--- src/hdl/bia_pkg.sv ---
`timescale 1ns / 1ps
// ----------------------------------------------------------------------------
// bia_pkg
// shared constants, field widths and codes of the bitmap identifier allocator
// ----------------------------------------------------------------------------
package bia_pkg;

  localparam int NUM_IDS_DEF   = 1024;
  localparam int WORD_BITS_DEF = 32;

  localparam int ID_COUNT_W   = 11;
  localparam int ID_COUNT_RST = 1024;
  localparam int OP_W         = 2;
  localparam int ID_W         = 10;
  localparam int RANGE_W      = 11;
  localparam int ST_W         = 2;

  localparam int IN_DATA_W  = 32;
  localparam int OUT_DATA_W = 16;

  typedef enum logic [OP_W-1:0] {
    OP_ALLOC   = 2'd0,
    OP_RANGE   = 2'd1,
    OP_MARK    = 2'd2,
    OP_RELEASE = 2'd3
  } bia_op_t;

  typedef enum logic [ST_W-1:0] {
    ST_OK      = 2'd0,
    ST_NOSPACE = 2'd1,
    ST_INVALID = 2'd2,
    ST_BUSY    = 2'd3
  } bia_status_t;

endpackage

--- src/hdl/bitmap_id_allocator.sv ---
`timescale 1ns / 1ps
// ----------------------------------------------------------------------------
// bitmap_id_allocator
// next-fit identifier allocator over a used bitmap kept in a word-wide ram
// ----------------------------------------------------------------------------
// steps: check, then read and evaluate; an invalid or empty-range request is
//   answered at the check, an allocate at count zero at a second check after the
//   wrap; the rest read and evaluate a word, an allocate scanning on and wrapping once
// throughput: one request at a time, the next one taken once the
//   result is registered; a full result register holds the block
// reset and each id_count write run a clear pass over all MAP_WORDS (32) words
module bitmap_id_allocator #(
  parameter int NUM_IDS   = bia_pkg::NUM_IDS_DEF,
  parameter int WORD_BITS = bia_pkg::WORD_BITS_DEF
) (
  input  logic                           clk,
  input  logic                           rst_n,
  input  logic                           cfg_valid,
  output logic                           cfg_ready,
  input  logic [bia_pkg::ID_COUNT_W-1:0] cfg_data,
  input  logic                           in_tvalid,
  output logic                           in_tready,
  // id_in [9:0], range_start [20:10], range_end [31:21]
  input  logic [bia_pkg::IN_DATA_W-1:0]  in_tdata,
  // opcode [1:0]
  input  logic [bia_pkg::OP_W-1:0]       in_tuser,
  output logic                           out_tvalid,
  input  logic                           out_tready,
  // id_out [9:0], zero above
  output logic [bia_pkg::OUT_DATA_W-1:0] out_tdata,
  // status [1:0]
  output logic [bia_pkg::ST_W-1:0]       out_tuser
);

  import bia_pkg::*;

  localparam int MAP_WORDS = (NUM_IDS + WORD_BITS - 1) / WORD_BITS;
  localparam int AW        = (MAP_WORDS > 1) ? $clog2(MAP_WORDS) : 1;
  localparam int BI        = $clog2(WORD_BITS);
  localparam int CW_MIN    = $clog2(NUM_IDS + 1);
  localparam int CW        = (CW_MIN > ID_COUNT_W) ? CW_MIN : ID_COUNT_W;
  localparam int SH        = CW + BI;
  localparam int RW        = SH + 1;
  localparam longint unsigned RECIP =
    ((longint'(1) << SH) + longint'(WORD_BITS) - 1) / longint'(WORD_BITS);
  localparam int CNT_RST   = (ID_COUNT_RST > NUM_IDS) ? NUM_IDS : ID_COUNT_RST;

  localparam logic [RW-1:0]        RECIP_C = RW'(RECIP);
  localparam logic [CW-1:0]        WB_C    = CW'(WORD_BITS);
  localparam logic [CW-1:0]        NUM_C   = CW'(NUM_IDS);
  localparam logic [AW-1:0]        LAST_W  = AW'(MAP_WORDS - 1);
  localparam logic [WORD_BITS-1:0] ONES    = '1;
  localparam logic [WORD_BITS-1:0] ONE_HOT = WORD_BITS'(1);

  typedef enum logic [4:0] {
    S_CLR  = 5'b00001,
    S_IDLE = 5'b00010,
    S_CHK  = 5'b00100,
    S_RD   = 5'b01000,
    S_EV   = 5'b10000
  } state_t;

  state_t             state_r, state_nxt;
  logic [AW-1:0]      clr_r, clr_nxt;
  logic [CW-1:0]      cnt_r, cnt_nxt;
  logic [CW-1:0]      ptr_r, ptr_nxt;
  bia_op_t            op_r, op_nxt;
  logic [CW-1:0]      lo_r, lo_nxt;
  logic [CW-1:0]      top_r, top_nxt;
  logic               pend_r, pend_nxt;
  logic [AW-1:0]      w_r, w_nxt;
  logic [CW-1:0]      base_r, base_nxt;
  logic               out_valid_r, out_valid_nxt;
  bia_status_t        out_status_r, out_status_nxt;
  logic [ID_W-1:0]    out_id_r, out_id_nxt;

  logic               ram_we, ram_re;
  logic [AW-1:0]      ram_waddr, ram_raddr;
  logic [WORD_BITS-1:0] ram_wdata, rd_data;

  logic [CW+RW-1:0]   prod;
  logic [AW-1:0]      quot;
  logic [BI-1:0]      lo_off, hi_off, ff_idx, mk_idx;
  logic [CW-1:0]      hi_diff, got, cfg_cnt, in_rs, in_re;
  logic [WORD_BITS-1:0] lo_mask, hi_mask, avail;
  logic               any_free, last_word, out_free, is_alloc;

  bia_ram #(
    .WIDTH(WORD_BITS),
    .DEPTH(MAP_WORDS)
  ) u_map (
    .clk  (clk),
    .we   (ram_we),
    .waddr(ram_waddr),
    .wdata(ram_wdata),
    .re   (ram_re),
    .raddr(ram_raddr),
    .rdata(rd_data)
  );

  // word index of lo by reciprocal multiply
  assign prod = {{RW{1'b0}}, lo_r} * {{CW{1'b0}}, RECIP_C};
  assign quot = AW'(prod[CW+RW-1:SH]);

  // search window inside the current word
  assign lo_off  = (lo_r > base_r) ? BI'(lo_r - base_r) : '0;
  assign hi_diff = top_r - base_r;
  assign hi_off  = hi_diff[BI-1:0];
  assign lo_mask = ONES << lo_off;
  assign hi_mask = (hi_diff >= WB_C) ? ONES : ~(ONES << hi_off);
  assign avail   = ~rd_data & lo_mask & hi_mask;
  assign any_free  = |avail;
  assign last_word = (base_r + WB_C) >= top_r;
  assign mk_idx    = BI'(lo_r - base_r);
  assign got       = base_r + CW'(ff_idx);

  always_comb begin
    ff_idx = '0;
    for (int b = WORD_BITS - 1; b >= 0; b--) begin
      if (avail[b]) begin
        ff_idx = BI'(b);
      end
    end
  end

  assign out_free = !out_valid_r || out_tready;
  assign is_alloc = (op_r == OP_ALLOC) || (op_r == OP_RANGE);
  assign cfg_cnt  = (CW'(cfg_data) > NUM_C) ? NUM_C : CW'(cfg_data);
  assign in_rs    = CW'(in_tdata[20:10]);
  assign in_re    = CW'(in_tdata[31:21]);

  always_comb begin
    state_nxt      = state_r;
    clr_nxt        = clr_r;
    cnt_nxt        = cnt_r;
    ptr_nxt        = ptr_r;
    op_nxt         = op_r;
    lo_nxt         = lo_r;
    top_nxt        = top_r;
    pend_nxt       = pend_r;
    w_nxt          = w_r;
    base_nxt       = base_r;
    out_valid_nxt  = out_valid_r && !out_tready;
    out_status_nxt = out_status_r;
    out_id_nxt     = out_id_r;
    ram_we         = 1'b0;
    ram_waddr      = w_r;
    ram_wdata      = rd_data;
    ram_re         = 1'b0;
    ram_raddr      = w_r;

    unique case (state_r)
      S_CLR: begin
        ram_we    = 1'b1;
        ram_waddr = clr_r;
        ram_wdata = '0;
        if (clr_r == LAST_W) begin
          state_nxt = S_IDLE;
        end else begin
          clr_nxt = clr_r + AW'(1);
        end
      end
      S_IDLE: begin
        if (in_tvalid) begin
          op_nxt    = bia_op_t'(in_tuser);
          state_nxt = S_CHK;
          unique case (bia_op_t'(in_tuser))
            OP_ALLOC: begin
              lo_nxt   = ptr_r;
              top_nxt  = cnt_r;
              pend_nxt = 1'b1;
            end
            OP_RANGE: begin
              lo_nxt   = in_rs;
              top_nxt  = (in_re < cnt_r) ? in_re : cnt_r;
              pend_nxt = 1'b0;
            end
            OP_MARK, OP_RELEASE: begin
              lo_nxt   = CW'(in_tdata[ID_W-1:0]);
              top_nxt  = cnt_r;
              pend_nxt = 1'b0;
            end
          endcase
        end
      end
      S_CHK: begin
        if (lo_r >= top_r) begin
          if (pend_r) begin
            // wrap: search from zero up to the pointer
            lo_nxt   = '0;
            top_nxt  = ptr_r;
            pend_nxt = 1'b0;
          end else if (out_free) begin
            out_valid_nxt  = 1'b1;
            out_status_nxt = is_alloc ? ST_NOSPACE : ST_INVALID;
            out_id_nxt     = '0;
            state_nxt      = S_IDLE;
          end
        end else begin
          w_nxt     = quot;
          state_nxt = S_RD;
        end
      end
      S_RD: begin
        ram_re    = 1'b1;
        ram_raddr = w_r;
        base_nxt  = CW'(w_r) * WB_C;
        state_nxt = S_EV;
      end
      S_EV: begin
        if (!is_alloc) begin
          if (out_free) begin
            out_valid_nxt  = 1'b1;
            out_id_nxt     = '0;
            state_nxt      = S_IDLE;
            if (op_r == OP_MARK && rd_data[mk_idx]) begin
              out_status_nxt = ST_BUSY;
            end else begin
              out_status_nxt = ST_OK;
              ram_we         = 1'b1;
              ram_wdata      = (op_r == OP_MARK) ? (rd_data | (ONE_HOT << mk_idx))
                                                 : (rd_data & ~(ONE_HOT << mk_idx));
            end
          end
        end else if (any_free) begin
          if (out_free) begin
            ram_we         = 1'b1;
            ram_wdata      = rd_data | (ONE_HOT << ff_idx);
            out_valid_nxt  = 1'b1;
            out_status_nxt = ST_OK;
            out_id_nxt     = ID_W'(got);
            state_nxt      = S_IDLE;
            if (op_r == OP_ALLOC) begin
              ptr_nxt = got + CW'(1);
            end
          end
        end else if (last_word) begin
          if (pend_r) begin
            lo_nxt    = '0;
            top_nxt   = ptr_r;
            pend_nxt  = 1'b0;
            state_nxt = S_CHK;
          end else if (out_free) begin
            out_valid_nxt  = 1'b1;
            out_status_nxt = ST_NOSPACE;
            out_id_nxt     = '0;
            state_nxt      = S_IDLE;
          end
        end else begin
          w_nxt     = w_r + AW'(1);
          base_nxt  = base_r + WB_C;
          ram_re    = 1'b1;
          ram_raddr = w_r + AW'(1);
        end
      end
      default: begin
        state_nxt = S_CLR;
        clr_nxt   = '0;
      end
    endcase

    // new count restarts the clear pass
    if (cfg_valid) begin
      cnt_nxt   = cfg_cnt;
      ptr_nxt   = '0;
      clr_nxt   = '0;
      state_nxt = S_CLR;
    end
  end

  always_ff @(posedge clk) begin
    if (!rst_n) begin
      state_r     <= S_CLR;
      clr_r       <= '0;
      cnt_r       <= CW'(CNT_RST);
      ptr_r       <= '0;
      out_valid_r <= 1'b0;
    end else begin
      state_r     <= state_nxt;
      clr_r       <= clr_nxt;
      cnt_r       <= cnt_nxt;
      ptr_r       <= ptr_nxt;
      out_valid_r <= out_valid_nxt;
    end
  end

  always_ff @(posedge clk) begin
    op_r         <= op_nxt;
    lo_r         <= lo_nxt;
    top_r        <= top_nxt;
    pend_r       <= pend_nxt;
    w_r          <= w_nxt;
    base_r       <= base_nxt;
    out_status_r <= out_status_nxt;
    out_id_r     <= out_id_nxt;
  end

  assign cfg_ready  = 1'b1;
  assign in_tready  = (state_r == S_IDLE);
  assign out_tvalid = out_valid_r;
  assign out_tdata  = OUT_DATA_W'(out_id_r);
  assign out_tuser  = out_status_r;

  a_ptr_in_range: assert property (@(posedge clk) disable iff (!rst_n)
    ptr_r <= cnt_r)
    else $error("next-fit pointer beyond id count");

  a_read_in_map: assert property (@(posedge clk) disable iff (!rst_n)
    ram_re |-> (ram_raddr <= LAST_W))
    else $error("bitmap read beyond last word");

  a_write_gives_result: assert property (@(posedge clk) disable iff (!rst_n)
    (ram_we && state_r == S_EV && !cfg_valid) |=> out_tvalid)
    else $error("bitmap update without a result");

  a_no_take_while_busy: assert property (@(posedge clk) disable iff (!rst_n)
    (in_tvalid && in_tready && !cfg_valid) |=> !in_tready)
    else $error("second request taken while one is in work");

endmodule

--- src/hdl/bia_ram.sv ---
`timescale 1ns / 1ps
// ----------------------------------------------------------------------------
// bia_ram
// generic simple dual-port ram, one write port, one registered read port
// ----------------------------------------------------------------------------
module bia_ram #(
  parameter int WIDTH = 32,
  parameter int DEPTH = 32,
  localparam int AW = (DEPTH > 1) ? $clog2(DEPTH) : 1
) (
  input  logic             clk,
  input  logic             we,
  input  logic [AW-1:0]    waddr,
  input  logic [WIDTH-1:0] wdata,
  input  logic             re,
  input  logic [AW-1:0]    raddr,
  output logic [WIDTH-1:0] rdata
);

  logic [WIDTH-1:0] mem [DEPTH];
  logic [WIDTH-1:0] rdata_r;

  always_ff @(posedge clk) begin
    if (we) begin
      mem[waddr] <= wdata;
    end
    if (re) begin
      rdata_r <= mem[raddr];
    end
  end

  assign rdata = rdata_r;

endmodule
--- config.mk ---
export PLATFORM = sky130hd
export DESIGN_NAME = bitmap_id_allocator
export DESIGN_NICKNAME = d
export VERILOG_FILES = /design/src/hdl/bia_pkg.sv /design/src/hdl/bitmap_id_allocator.sv /design/src/hdl/bia_ram.sv
export SDC_FILE = /design/constraint.sdc
export NUM_CORES = 2
export LEC_CHECK = 0
export BUFFER_PORTS_ARGS = -buffer_cell sky130_fd_sc_hd__buf_2
export CORE_MARGIN = 3
export CORE_UTILIZATION = 70
export CTS_BUF_LIST = sky130_fd_sc_hd__clkbuf_2 sky130_fd_sc_hd__clkbuf_4 sky130_fd_sc_hd__clkbuf_8
export CTS_CLUSTER_SIZE = 28
export DETAILED_ROUTE_END_ITERATION = 16
export HOLD_SLACK_MARGIN = 0.06
export MAX_ROUTING_LAYER = met4
export PLACE_DENSITY = 0.9
export SYNTH_ARGS = -nofsm -noshare
export SYNTH_HDL_FRONTEND = slang
export SYNTH_HIERARCHICAL = 1
export SYNTH_SLANG_ARGS = --single-unit
export TNS_END_PERCENT = 30
--- constraint.sdc ---
create_clock -name clk -period 8.7 [get_ports clk]
set_input_delay 1.305 -clock clk [delete_from_list [all_inputs] [get_ports clk]]
set_output_delay 1.305 -clock clk [all_outputs]
set_load 0.005 [all_outputs]
Word level (Yosys, flattened, before mapping)
Memory sizes are Yosys's and may differ from the RTL's. A register that Yosys moved wholly into a read port is not among the register bits.
Index checks and enable logic that the tools add are counted.
W data, S select, Z words.
Word-level totals
  bits in registers: 86
  bits in latches: 0
  memory bits (writable): 1024
  bits in read-only memories: 0
  input bits: 50
  output and inout port bits: 21
  logic and storage cells: 226
  memories kept: 1
Operators by class
  $add $sub $neg: 7
  $mul: 0
  divide/modulo/power cells: 0
  $lt $le $gt $ge: 7
  eq/ne operators: 27
  shift operators: 4
  muxes and demuxes: 131
  bitwise operators: 10
  reductions and logical operators: 26
Memory list
  u_map.mem: depth 32, width 32, read ports 1, clocked after memory_dff 1, write ports 1, line bia_ram.sv:20  | logic [WIDTH-1:0] mem [DEPTH];
Operators with widths (count)
  $mux W5: 49
  $mux W32: 7
  $mux W11: 17
  $pmux W11 S3: 3
  $and A32 B32 Y32: 3
  $not A32 Y32: 3
  $mux W10: 7
  $or A32 B32 Y32: 2
  $pmux W32 S2: 1
  $shl A1 B5 Y32 const A: 2
  $shl A32 B5 Y32 const A: 2
  $pmux W11 S2: 2
  $reduce_or A32 Y1: 1
  $pmux W5 S5: 1
  $mux W2: 12
  $ne A2 B2 Y1 const B: 12
  $ge A11 B11 Y1: 2
  $mux W1: 22
  $pmux W10 S2: 1
  $pmux W5 S2: 2
  $ne A4 B4 Y1 const B: 3
  $reduce_and A4 Y1: 3
  $add A11 B1 Y11 const B: 1
  $add A11 B5 Y11: 1
  35 further kinds: 53

Longest topological paths before layout
  depth after elaboration: 43
  mapped depth: 22
  mapped depth without buffers: 18

Hierarchy
Netlist, hierarchy kept.
Modules (own cells, without submodules)
  bia_ram: times used 1, cells an instance 2260, area each 40812.9 µm², sequential area each 31710.4 µm²
  bitmap_id_allocator: times used 1, cells an instance 1109, area each 8582.0 µm², sequential area each 2102.0 µm²

Worst setup path after synthesis
Ideal clock, no wire load.
  kind: reg2reg
  start: register base_r[8]
  end: memory u_map.mem[28][0] (enable)
  library setup time: 0.421 ns
  arrival: 4.693 ns
  data required time: 8.279 ns
  setup slack: 3.586 ns
  stages on the path, launching flop included: 16
  buffers on the path: 3
  clock period less this slack: 5.114 ns
  path through: edfxtp_1 -> inv_1 -> ha_1 -> a21oi_1 -> o221ai_4 -> buf_4 -> o21ai_2 -> o221ai_1 -> nand4b_4 -> or2_1 -> buf_4 -> nor3_2 -> o31ai_1 -> or3b_2 -> clkbuf_1 -> nor2_1
Between the ends
  cells in the longest elaborated chain, start to end: 11
  elaborated cells between the ends (all ways): 14
  classes of those cells: add/sub: 1; order compare: 2; shift: 1; mux: 7; bitwise: 2; reduce/logical: 1
Ends and longest elaborated chain
  start, declared: line bitmap_id_allocator.sv:72  | logic [CW-1:0] base_r, base_nxt;
  start signal, assigned: line bitmap_id_allocator.sv:293  | base_r <= base_nxt;
  branches (longest 4 deep; another with $sub A11 B11 Y11)
  $and A32 B32 Y32 *: line bitmap_id_allocator.sv:111  | assign avail = ~rd_data & lo_mask & hi_mask;
  $reduce_or A32 Y1 *: line bitmap_id_allocator.sv:112  | assign any_free = |avail;
  $mux W1 *: line bitmap_id_allocator.sv:225  | end else if (any_free) begin
  $mux W1 *: line bitmap_id_allocator.sv:211  | if (!is_alloc) begin
  $pmux W1 S2 *: line bitmap_id_allocator.sv:152  | unique case (state_r)
  named net ram_we: line bitmap_id_allocator.sv:77  | logic ram_we, ram_re;
  $mux W1 *: line bia_ram.sv:24  | if (we) begin
  $mux W1 (implied by the code) *: line bia_ram.sv:25  | mem[waddr] <= wdata;
  end, declared: line bia_ram.sv:20
Mark *: on every way through the listed nets, which the timed path passes.

Final worst setup path
  start: register base_r[5]
  end: register u_map.rdata_r[17] (netlist: u_map/rdata[17]), read port of u_map.mem (data pin)
Between the ends
  cells in the longest elaborated chain, start to end: 9
  elaborated cells between the ends (all ways): 19
  classes of those cells: add/sub: 2; order compare: 3; shift: 1; mux: 10; bitwise: 2; reduce/logical: 1
Ends and longest elaborated chain
  branches (longest 6 deep; another with $sub A11 B11 Y11)
  $mux W5 * (2 in series)
  $mux W5 *: line bitmap_id_allocator.sv:152
  named net ram_raddr[1]: line bitmap_id_allocator.sv:78  | logic [AW-1:0] ram_waddr, ram_raddr;
  end, declared: line bia_ram.sv:21  | logic [WIDTH-1:0] rdata_r;
Marked as above.
A chain may end at the register's enable or synchronous reset.

==> reports/metrics.csv <==
metric,value,unit
Leak,20.58,nW
Hold Crit Class,flip-flop to flip-flop,
htree depth,4,
Synth Flop Type,edfxtp_1,
Area growth syn-to-layout,10.18,%
"top cells by area, synth","edfxtp_1, mux2i_1, a21oi_1",
Slowest Stage Delay on Critical Path,1.05,ns
"delay-heaviest family, CP",simple AND/OR/NAND/NOR gates,
ANT nets after route,0,
Final Cycle Share,87.02,%
total die area,73790,µm²
"most used cell, CP",nand3_1,
startpoint class of the critical path,flip-flop,
R2R Path Start,base_r[5],
met3 global-route usage,10.69,%
RSZ-0062 raised after global routing,no,
FF+latch area,33810,µm²
CTS tree,built,
initial antenna violation count,4,
Synth Cell Area,49390,µm²
largest net degree at the start of global routing,107,
cells after synthesis,3369,
Final Wtd Congestion,0.9501,
TritonCTS Buffers,171,
outcome,finished clean,
maxcap violations,0,
Avg Vias per Cell,7.297,
Routed WL per cell,33.00,µm
Initial Util,71.27,%
die width,271.6,µm
Setup TNS Final,0,ns
drt first pass iters,9,
total routed wirelength,150700,µm
DP HPWL,83390,µm
share of post-route cells with drive strength above 1,14.78,%
"EDFF count, synth",1104,
Total GRT Usage,41.96,%
GR peak layer,met2,
Fin. Hold Viols,0,
area of the core,69310,µm²
filler instances,3600,
CP endpoint kind,flip-flop,
Site Rows,96,
"Slew Viols, Final",0,
met2 GRT Util,62.36,%
fin nets,3598,
Hold Buf Count CTS,0,
#FFs+latches synth,1137,
Worst Path Buf+Inv,2,
synthesized area per cell,14.66,µm²
crit path cell chain,inv_1 -> ha_1 -> nor2b_1 -> and3_1 -> a21oi_1 -> o22a_1 -> nor3b_1 -> nand3_2 -> nor3_2 -> nand3_1 -> mux2_1 -> nor2b_4 -> buf_4 -> a22o_1 -> nor3_1 -> a31oi_1 -> nand3_1,
num ports,71,
Final min period,7.571,ns
"slowest stage cell, crit path",nor2b_4,
DRT iter0 DRCs,5516,
vias in the first global route,32962,
"Max FO, Critical Path",31,
first-pass GRT wire length,217000,µm
"FFs w/ async S/R, synth",0,%
CTS Buffer Depth,3,
# setup viols final,0,
Yosys Warn Count,6,
Tightest Pin Transition,1.374,ns
via count,33332,
final core utilization,78.53,%
CTS Sinks,1137,
grt ovf,0,
Max Fclk,0.1321,GHz
Rel. slew slack,7.880,%
post-CTS resize count,0,
Clock transition at path regs,0.06,ns
Crit Path Class,flip-flop to flip-flop,
Max VDD drop,0.2104,mV
Clock Skew,0.05553,ns
post-CTS setup buffers,0,
IO buf count,63,
M1 GR Usage,53.63,%
register area share after synthesis,68.45,%
DR DRC count,0,
cell taking the most area after synthesis,edfxtp_1,
"Req. time, crit path",9.27,ns
Crit path arrival time,8.14,ns
Power Density,192.8,nW/µm²
post-synth top area share,67.12,%
multi-input logic area,14660,µm²
Hold Startpoint,cnt_r[8],
worst-skew pair later-pin latency,0.86,ns
root buf cell,clkbuf_8,
Critical Path Start,base_r[5],
Die Span Y,271.6,µm
Synth cell types,98,
[flip-flops by register name (all words and copies together), names as in the netlist]
register	count
u_map/mem	1024
u_map/rdata	32
ptr_r	11
out_tvalid	1
base_r	6
pend_r	1
op_r	2
clr_r	5
top_r	11
out_id_r	10
w_r	5
cnt_r	11
lo_r	11
state_r	5
out_tuser	2
[worst reg2reg max path, stage by stage (launching register included)]
cell and delay (ns):
edfxtp_1 0.48, inv_1 0.13, ha_1 0.33, nor2b_1 0.60, and3_1 0.71, a21oi_1 0.26
o22a_1 0.32, nor3b_1 0.75, nand3_2 0.31, nor3_2 0.36, nand3_1 0.31, mux2_1 0.48
nor2b_4 1.05, buf_4 0.50, a22o_1 0.22, nor3_1 0.07, a31oi_1 0.29, nand3_1 0.13
[worst paths after layout]
check	slack, ns	to	cells past startpoint
setup / recovery	1.13	u_map/rdata[17]	17
hold / removal	0.51	cnt_r[8]	2
setup reg to reg	1.13	u_map/rdata[17]	17
hold reg to reg	0.51	cnt_r[8]	2
[report_power, final]
part	internal, mW	switching, mW
registers	5.94	0.00831
clock network	2.29	2.16
logic	0.0304	0.0641
total	8.26	2.23
[per-stage QoR]
stage	setup WS (ns)	cells	total power, mW	instance area [µm²]	hold slack (ns)
after floorplan	3.586	3374	6.110	49410	0.4449
after global placement	1.850	4255	6.148	50940	0.4714
final	1.129	4568	10.49	54420	0.5106
after detailed placement	1.560	4255	6.154	50940	0.4966
after global routing	0.9936	4567	10.74	54420	0.5213
after CTS	1.450	4560	10.49	54340	0.5078
[cell usage in the layout, fill, tap and decap left out, types with 15 or more instances in the layout]
cell,n
nor2_1,106
edfxtp_1,1104
a21oi_1,189
clkinv_1,36
nand3_1,138
and2_1,16
xnor2_1,16
o21ai_0,75
a211oi_1,16
a31oi_1,49
o22ai_1,20
nand2b_1,20
nand2_1,224
a22oi_1,103
mux2i_1,545
ha_1,47
dfxtp_1,33
clkinv_2,15
inv_1,48
clkbuf_8,176
clkbuf_4,60
a22o_1,67
buf_2,63
nor2_4,33
nor3_1,55
buf_4,76
a21o_1,17
[per-layer routing]
layer,vias up,wire (µm)
met2,3034,68720
li1,13420,-
met4,0,9452
met3,701,21080
met1,16177,51480
met5,-,0
[synthesized netlist by cell type, types with 7 or more instances]
cell,instances
nand2b_1,22
a22o_1,67
a211oi_1,17
a31oi_1,51
o22ai_1,22
and3_1,8
edfxtp_1,1104
nor2b_1,11
o21ai_0,75
o211ai_1,12
nand3_1,138
mux4_2,9
buf_6,19
clkbuf_1,75
o21a_1,13
o21ai_1,8
buf_2,50
buf_4,46
nor2_1,142
buf_1,9
a22oi_1,103
o22a_1,7
o221ai_1,9
a21oi_1,196
and2_1,17
xnor2_1,17
nor3_1,55
a21o_1,17
dfxtp_1,33
nand2_1,225
ha_1,47
mux2i_1,545
nand4_1,7
nor4_1,10
inv_1,48
a41oi_1,8
[cells by family (layout without fill, tap and decap cells)]
kind of cell,Yosys count,in the layout,synth area share (%)
AO/OA/AOI/OAI,669,669,9.152
buffers and inverters,250,509,2.680
XOR/XNOR,22,22,0.3901
adder cells (fa/ha/maj),47,47,1.191
multiplexers,555,555,11.48
other,2,11,0.01520
AND/OR/NAND/NOR,687,687,6.642
flip-flops,1137,1137,68.45
[layout make-up]
type | instances | share of cell area, %
diodes | 4 | 0.01839
multi-input cells | 1987 | 26.94
clock inverters | 69 | 0.9702
repair buffers | 155 | 2.189
clock buffers | 236 | 5.278
flip-flops and latches | 1137 | 62.13
well taps | 931 | 2.140
inverters | 49 | 0.3379
(Power assumes the default switching activity.)
